===== config.mk =====
export PLATFORM = sky130hd
export DESIGN_NAME = cascaded_biquad_lowpass_unit
export DESIGN_NICKNAME = d
export VERILOG_FILES = /design/src/cbl_pkg.sv /design/src/cascaded_biquad_lowpass_unit.sv
export SDC_FILE = /design/constraint.sdc
export NUM_CORES = 2
export LEC_CHECK = 0
export ABC_AREA = 1
export BUFFER_PORTS_ARGS = -buffer_cell sky130_fd_sc_hd__buf_2
export CAP_MARGIN = 40
export CORE_MARGIN = 4
export CORE_UTILIZATION = 30
export CTS_CLUSTER_DIAMETER = 60
export DETAILED_ROUTE_END_ITERATION = 16
export HOLD_SLACK_MARGIN = 0.06
export PLACE_DENSITY_LB_ADDON = 0.08
export SETUP_SLACK_MARGIN = 0.2
export SLEW_MARGIN = 30
export SYNTH_ARGS = -nofsm -noshare
export SYNTH_HDL_FRONTEND = slang
export SYNTH_SLANG_ARGS = --single-unit

===== constraint.sdc =====
create_clock -name clk -period 14 [get_ports clk]
set_clock_uncertainty 0.2 [all_clocks]
set_input_delay 1.4 -clock clk [delete_from_list [all_inputs] [get_ports clk]]
set_output_delay 1.4 -clock clk [all_outputs]
set_load 0.1 [all_outputs]

===== src/cbl_pkg.sv =====
// cbl_pkg: shared types, constants and helpers for the cascaded biquad low-pass unit
// no dependencies; used by cascaded_biquad_lowpass_unit and cbl_checker
package cbl_pkg;

  localparam int NUM_CHANNELS_DEF = 2;
  localparam int NUM_SECTIONS     = 5;
  localparam int SEC_W            = 3;
  localparam int SAMPLE_W         = 16;
  localparam int WORD_W           = 25;
  localparam int ACC_W            = 32;
  localparam int COEF_W           = 16;
  localparam int DIGIT_W          = 4;
  localparam int FB_DIGITS        = 3;
  localparam int FF_DIGITS        = 4;
  localparam int DIG_W            = 2;
  localparam int FB_SHIFT         = 7;
  localparam int FF_REG_W         = 48;
  localparam int CFG_ADDR_W       = 3;

  localparam logic [CFG_ADDR_W-1:0] REG_STEREO_MODE = 3'd0;
  localparam logic [CFG_ADDR_W-1:0] REG_SECTION0_FF = 3'd1;
  localparam logic [CFG_ADDR_W-1:0] REG_SECTION4_FF = 3'd5;

  localparam logic [FF_REG_W-1:0] FF_RESET [NUM_SECTIONS] = '{
    48'd511090294902, 48'd768783483058, 48'd1176800461073,
    48'd1743741452693, 48'd867599581386
  };

  localparam logic signed [COEF_W-1:0] FB_A1 [NUM_SECTIONS] = '{
    16'sd211, 16'sd207, 16'sd201, 16'sd198, 16'sd199
  };
  localparam logic signed [COEF_W-1:0] FB_A2 [NUM_SECTIONS] = '{
    -16'sd89, -16'sd98, -16'sd110, -16'sd119, -16'sd125
  };
  localparam logic [2:0] IN_SHIFT [NUM_SECTIONS] = '{3'd3, 3'd3, 3'd5, 3'd5, 3'd3};

  typedef struct packed {
    logic signed [SAMPLE_W-1:0] sample_in;
    logic                       channel;
  } in_item_t;

  typedef struct packed {
    logic signed [WORD_W-1:0] sample_out;
    logic                     channel_out;
  } out_item_t;

  typedef enum logic [2:0] {
    ST_IDLE,
    ST_READ,
    ST_LOAD_FB,
    ST_FB,
    ST_LOAD_FF,
    ST_FF,
    ST_WRITE,
    ST_FINISH
  } state_t;

  // multiplicand times one 4-bit coefficient digit, signed when it is the top digit
  function automatic logic [ACC_W-1:0] mul_digit(logic [ACC_W-1:0] m,
                                                 logic [DIGIT_W-1:0] d,
                                                 logic top);
    logic signed [DIGIT_W:0]       ds;
    logic signed [ACC_W+DIGIT_W:0] p;
    ds = {top & d[DIGIT_W-1], d};
    p  = $signed(m) * ds;
    return p[ACC_W-1:0];
  endfunction

endpackage


===== src/cascaded_biquad_lowpass_unit.sv =====
// cascaded_biquad_lowpass_unit: five cascaded direct-form-II biquad sections, digit serial
// depends on cbl_pkg; cbl_checker is bound to it in its own file
//
// usage:
//   in channel: in_valid/in_ready with in_data (sample_in, channel). an item is taken
//   at a clock edge with both high; in_ready is high only while the block is free.
//   out channel: out_valid/out_ready with out_data (sample_out, channel_out), held in
//   an output register until taken.
//   cfg port: cfg_we, cfg_addr, cfg_data; index 0 stereo_mode, 1..5 section
//   feedforward words. write only while no item is in flight.
//   each section steps through delay memory read, load, 3 feedback digits, load,
//   4 feedforward digits and write back; all products go 4 coefficient bits per
//   cycle through one set of three 32x5 digit multipliers. a new item is taken
//   only after the last one has been moved into the output register.
//   a stalled receiver does not stop the next item: the block finishes it into its
//   own state and waits with it until the output register is free.
//   reset (rst_n low, synchronous) clears all delay words via per-entry valid bits,
//   restores the feedforward reset coefficients and stereo_mode 0, and drops out_valid.
module cascaded_biquad_lowpass_unit #(
  parameter int NUM_CHANNELS = cbl_pkg::NUM_CHANNELS_DEF
) (
  input  logic                               clk,
  input  logic                               rst_n,
  input  logic                               in_valid,
  output logic                               in_ready,
  input  cbl_pkg::in_item_t                  in_data,
  output logic                               out_valid,
  input  logic                               out_ready,
  output cbl_pkg::out_item_t                 out_data,
  input  logic                               cfg_we,
  input  logic [cbl_pkg::CFG_ADDR_W-1:0]     cfg_addr,
  input  logic [cbl_pkg::FF_REG_W-1:0]       cfg_data
);

  localparam int DEPTH  = NUM_CHANNELS * cbl_pkg::NUM_SECTIONS;
  localparam int ADDR_W = $clog2(DEPTH);
  localparam int W      = cbl_pkg::WORD_W;
  localparam int AW     = cbl_pkg::ACC_W;
  localparam int CW     = cbl_pkg::COEF_W;
  localparam int DW     = cbl_pkg::DIGIT_W;
  localparam int SEC_W  = cbl_pkg::SEC_W;
  localparam int DIG_W  = cbl_pkg::DIG_W;

  cbl_pkg::state_t state_r, state_nxt;

  logic                          stereo_r;
  logic [cbl_pkg::FF_REG_W-1:0]  ff_r [cbl_pkg::NUM_SECTIONS];

  logic [SEC_W-1:0]   sec_r;
  logic [DIG_W-1:0]   dig_r;
  logic               ch_r;
  logic               chin_r;
  logic [W-1:0]       x_r, w0_r, w1_r, w2_r;
  logic [AW-1:0]      acc_r, acc_nxt;
  logic [AW-1:0]      m_r [3];
  logic [CW-1:0]      c_r [3];
  logic               top_digit;
  logic               last_digit;

  logic [2*W-1:0]     mem [DEPTH];
  logic [DEPTH-1:0]   valid_r;
  logic [2*W-1:0]     rd_data_r;
  logic               rd_valid_r;
  logic [ADDR_W-1:0]  addr;
  logic [W-1:0]       rd_w1, rd_w2;
  logic [AW-1:0]      x_shift;
  logic [cbl_pkg::FF_REG_W-1:0] ff_sel;

  logic               out_valid_r;
  cbl_pkg::out_item_t out_r;

  logic in_fire, out_free;

  assign in_fire  = in_valid && in_ready;
  assign out_free = !out_valid_r || out_ready;

  // configuration registers
  always_ff @(posedge clk) begin
    if (!rst_n) begin
      stereo_r <= 1'b0;
      for (int i = 0; i < cbl_pkg::NUM_SECTIONS; i++) ff_r[i] <= cbl_pkg::FF_RESET[i];
    end else if (cfg_we) begin
      unique case (cfg_addr) inside
        cbl_pkg::REG_STEREO_MODE: stereo_r <= cfg_data[0];
        [cbl_pkg::REG_SECTION0_FF:cbl_pkg::REG_SECTION4_FF]:
          ff_r[SEC_W'(cfg_addr - cbl_pkg::REG_SECTION0_FF)] <= cfg_data;
        default: ;
      endcase
    end
  end

  // delay word memory, one entry {w2, w1} per channel and section
  assign addr = ch_r ? ADDR_W'(cbl_pkg::NUM_SECTIONS) + ADDR_W'(sec_r) : ADDR_W'(sec_r);

  always_ff @(posedge clk) begin
    rd_data_r <= mem[addr];
    if (state_r == cbl_pkg::ST_WRITE) mem[addr] <= {w1_r, w0_r};
  end

  always_ff @(posedge clk) begin
    if (!rst_n) begin
      valid_r    <= '0;
      rd_valid_r <= 1'b0;
    end else begin
      rd_valid_r <= valid_r[addr];
      if (state_r == cbl_pkg::ST_WRITE) valid_r[addr] <= 1'b1;
    end
  end

  assign rd_w1 = rd_valid_r ? rd_data_r[W-1:0]   : '0;
  assign rd_w2 = rd_valid_r ? rd_data_r[2*W-1:W] : '0;

  // digit-serial multiply-accumulate
  assign top_digit  = (state_r == cbl_pkg::ST_FB) ?
                      (dig_r == DIG_W'(cbl_pkg::FB_DIGITS - 1)) :
                      (dig_r == DIG_W'(cbl_pkg::FF_DIGITS - 1));
  assign last_digit = top_digit;

  always_comb begin
    acc_nxt = acc_r;
    for (int i = 0; i < 3; i++)
      acc_nxt = acc_nxt + cbl_pkg::mul_digit(m_r[i], c_r[i][DW-1:0], top_digit);
  end

  assign x_shift = AW'($signed(x_r)) << cbl_pkg::IN_SHIFT[sec_r];
  assign ff_sel  = ff_r[sec_r];

  // next state
  always_comb begin
    state_nxt = state_r;
    unique case (state_r)
      cbl_pkg::ST_IDLE:    if (in_fire) state_nxt = cbl_pkg::ST_READ;
      cbl_pkg::ST_READ:    state_nxt = cbl_pkg::ST_LOAD_FB;
      cbl_pkg::ST_LOAD_FB: state_nxt = cbl_pkg::ST_FB;
      cbl_pkg::ST_FB:      if (last_digit) state_nxt = cbl_pkg::ST_LOAD_FF;
      cbl_pkg::ST_LOAD_FF: state_nxt = cbl_pkg::ST_FF;
      cbl_pkg::ST_FF:      if (last_digit) state_nxt = cbl_pkg::ST_WRITE;
      cbl_pkg::ST_WRITE:
        state_nxt = (sec_r == SEC_W'(cbl_pkg::NUM_SECTIONS - 1)) ?
                    cbl_pkg::ST_FINISH : cbl_pkg::ST_READ;
      cbl_pkg::ST_FINISH:  if (out_free) state_nxt = cbl_pkg::ST_IDLE;
      default:             state_nxt = cbl_pkg::ST_IDLE;
    endcase
  end

  // outputs
  always_comb begin
    in_ready = (state_r == cbl_pkg::ST_IDLE);
  end

  assign out_valid = out_valid_r;
  assign out_data  = out_r;

  always_ff @(posedge clk) begin
    if (!rst_n) begin
      state_r     <= cbl_pkg::ST_IDLE;
      out_valid_r <= 1'b0;
      sec_r       <= '0;
      dig_r       <= '0;
    end else begin
      state_r <= state_nxt;
      if (state_r == cbl_pkg::ST_FINISH && out_free) out_valid_r <= 1'b1;
      else if (out_ready) out_valid_r <= 1'b0;
      unique case (state_r)
        cbl_pkg::ST_IDLE:    sec_r <= '0;
        cbl_pkg::ST_LOAD_FB,
        cbl_pkg::ST_LOAD_FF: dig_r <= '0;
        cbl_pkg::ST_FB,
        cbl_pkg::ST_FF:      dig_r <= dig_r + 1'b1;
        cbl_pkg::ST_WRITE:   sec_r <= sec_r + 1'b1;
        default: ;
      endcase
    end
  end

  // datapath
  always_ff @(posedge clk) begin
    unique case (state_r)
      cbl_pkg::ST_IDLE: begin
        if (in_fire) begin
          x_r    <= W'(in_data.sample_in);
          chin_r <= in_data.channel;
          ch_r   <= stereo_r & in_data.channel & (NUM_CHANNELS > 1);
        end
      end
      cbl_pkg::ST_LOAD_FB: begin
        w1_r   <= rd_w1;
        w2_r   <= rd_w2;
        acc_r  <= -x_shift;
        m_r[0] <= '0;
        c_r[0] <= '0;
        m_r[1] <= AW'($signed(rd_w2));
        c_r[1] <= cbl_pkg::FB_A2[sec_r];
        m_r[2] <= AW'($signed(rd_w1));
        c_r[2] <= cbl_pkg::FB_A1[sec_r];
      end
      cbl_pkg::ST_LOAD_FF: begin
        w0_r   <= acc_r[AW-1:cbl_pkg::FB_SHIFT];
        acc_r  <= '0;
        m_r[0] <= AW'($signed(acc_r[AW-1:cbl_pkg::FB_SHIFT]));
        c_r[0] <= ff_sel[CW-1:0];
        m_r[1] <= AW'($signed(w1_r));
        c_r[1] <= ff_sel[2*CW-1:CW];
        m_r[2] <= AW'($signed(w2_r));
        c_r[2] <= ff_sel[3*CW-1:2*CW];
      end
      cbl_pkg::ST_FB,
      cbl_pkg::ST_FF: begin
        acc_r <= acc_nxt;
        for (int i = 0; i < 3; i++) begin
          m_r[i] <= m_r[i] << DW;
          c_r[i] <= c_r[i] >> DW;
        end
      end
      cbl_pkg::ST_WRITE:   x_r <= acc_r[AW-1:cbl_pkg::FB_SHIFT];
      cbl_pkg::ST_FINISH: begin
        if (out_free) begin
          out_r.sample_out  <= $signed(x_r);
          out_r.channel_out <= chin_r;
        end
      end
      default: ;
    endcase
  end

endmodule


==> results.cfg <==
[synth]
syn_area_per_cell_um2 = 10.9
syn_inst = 5918
synthDistinctLibCells = 62
netlist_area_um2 = 64700
synthArstFlopShare = 0
ys_seq_area_frac = 0.574
synth-seq-cells = 1262
synth_edf_count = 1188
synth_flop_cell = edfxtp_1
ys_warn_count = 0

[clock_network]
cts_resized = 0
clock_path_buffers = 3
cts_buffers = 149
ctsHoldBuffers = 0
clock-sinks = 1262
post_cts_buffers = 0
clk_pin_slew_ps = 60
clk_latency_ps = 790
clockRootBuffer = clkbuf_16
htreeDepth = 4
cts_tree = done

[critical_path]
cp-startpoint = state_r[2]$_SDFFE_PN0P_
required_ps = 14300
path_delay_family = adder cells
reg2regPathDepth = 28
r2r-start = state_r[2]$_SDFFE_PN0P_
slowest_delay_ps = 620
arrival_ps = 8460
worstPathMaxFanout = 12
end_kind = flip-flop
path_buf_inv = 7
slowest_stage = nand2_1
crit_path_frequent_cell = fa_1
crit_path_start_kind = flip-flop
reg2reg_slack_ps = 5840
critPathKind = reg -> reg
r2r_end = acc_r[17]$_DFFE_PP_

[global_routing]
grt_pass1_vias = 44700
grt_start_max_net_pins = 140
grt_pass1_wl_um = 310000
grt.total_usage = 0.189
grt_antenna_before_repair = 17
grt_overflow = 0

[floorplanning]
die_area_um2 = 223000
fp.dieW_um = 473
pin_count = 101
start_util = 0.302
die_h_um = 473
core_um2 = 215000
rows = 170

[drt]
vias_per_cell = 4.76
routed_wl_um = 211000
drc = 0
first_pass_iters = 8
route.vias.total = 42700
first_iter_violations = 3089
antenna_left = 0
avgRoutedWirePerCell_um = 23.5

[sta]
rsz0062_at_grt = no
fin_crit_sh = 0.583
worst_pin_slew_ps = 874
setup_tns_ps = 0
drv_slew = 0
setup_viol = 0
slew_headroom = 0.418
final.min_clock_period_ps = 8160
timing.fmax_mhz = 123
hold_viol = 0

[placement]
port_buffers = 100
routabilityCongestion = 0.848
hpwl_um = 132000

[final_layout]
multiInputGateArea_um2 = 23300
area_delta_synth_final_pct = 14.3
nets = 6573
final_layout_size_suffix_gt1_frac = 0.0884
mostFrequentLayoutCells = nand2_1, edfxtp_1, inv_1, nor2_1, fa_1
n_fill_cell = 21700
seqCellArea_um2 = 37200
final_common_cell = nand2_1

[run_status]
outcome = finished clean

[run]
max-cap-violations = 0

[hold_path]
min_from = chin_r$_DFFE_PP_
hold_depth = 0
hold_class = reg -> reg
hold_end = out_data[0]$_DFFE_PP_
## final cells by class
| class | instances | share of cell area |
|---|---|---|
| Antenna cell | 6 | 0.000203 |
| Inverter | 912 | 0.0466 |
| Multi-Input combinational cell | 3477 | 0.314 |
| Clock buffer | 206 | 0.0563 |
| Clock inverter | 67 | 0.00996 |
| Sequential cell | 1262 | 0.502 |
| Timing Repair Buffer | 208 | 0.0221 |
| Tap cell | 2838 | 0.0480 |
## layer usage
| metal | share of wire | vias to the layer above | global-route usage |
|---|---|---|---|
| met4 | 0.020 | 12 | 0.0414 |
| met5 | 0.00038 | - | 0 |
| met3 | 0.039 | 238 | 0.0256 |
| met1 | 0.44 | 21900 | 0.250 |
| li1 | - | 19800 | - |
| met2 | 0.50 | 815 | 0.329 |
## sequential cells by signal (all words and copies together), names as in the netlist, 25 cells and up, named ones only
signal and cells:
acc_r 32, c_r 48, ff_r 384, m_r 96, mem 500, out_data 26, rd_data_r 50, w0_r 25
w1_r 25, w2_r 25, x_r 25
## kinds of logic after synthesis
| group | share of synthesized area |
|---|---|
| and+or+nand+nor | 0.134 |
| DFF | 0.574 |
| buffers and inverters | 0.0697 |
| AOI/OAI and AO/OA | 0.0767 |
| adders and majority gates | 0.141 |
| xor gates and xnor gates | 0.00373 |
| other | 0.0000579 |
| muxes | 0.000348 |
## cell usage after synthesis, types with 16 or more instances
| cell | n | area [um2] |
|---|---|---|
| a22oi_1 | 86 | 646 |
| nand2_1 | 1264 | 4740 |
| buf_1 | 31 | 116 |
| o211ai_1 | 27 | 203 |
| o221ai_1 | 72 | 631 |
| nand4_1 | 49 | 307 |
| ha_1 | 89 | 1110 |
| nor3_1 | 34 | 170 |
| edfxtp_1 | 1188 | 35700 |
| a21oi_1 | 150 | 751 |
| inv_1 | 890 | 3340 |
| a32o_1 | 19 | 190 |
| dfxtp_1 | 74 | 1480 |
| o21ai_0 | 378 | 1890 |
| buf_2 | 24 | 120 |
| fa_1 | 401 | 8030 |
| o22ai_1 | 16 | 100 |
| clkbuf_1 | 207 | 777 |
| nand3_1 | 158 | 791 |
| nor2_1 | 566 | 2120 |
## worst max-delay path by stage
stage / endpoint / slack [ps] / depth (start not counted)
detailed placement: acc_r[17]$_DFFE_PP_ / 5940 / 28
CTS: acc_r[17]$_DFFE_PP_ / 5900 / 28
global placement: acc_r[17]$_DFFE_PP_ / 5730 / 27
floorplan: dig_r[1]$_SDFFE_PN0P_ / 7430 / 5
global route: acc_r[31]$_DFFE_PP_ / 5450 / 28
finish: acc_r[17]$_DFFE_PP_ / 5840 / 28
## per-stage QoR
| stage | std cells | cell area, um2 | setup slack, ps | hold slack (ps) | utilization |
|---|---|---|---|---|---|
| finish | 8976 | 74000 | 5840 | 234 | 0.345 |
| floorplan | 5919 | 64700 | 7430 | 200 | - |
| CTS | 8965 | 73900 | 5900 | 225 | 0.344 |
| detailed placement | 8692 | 69000 | 5940 | 218 | 0.321 |
| global placement | 8675 | 68600 | 5730 | 205 | 0.320 |
| global route | 8971 | 74000 | 5450 | 237 | 0.345 |
Power is left out: the tool's default activity adds up to more than one toggle a clock period on the data nets, which glitch-free logic cannot reach.
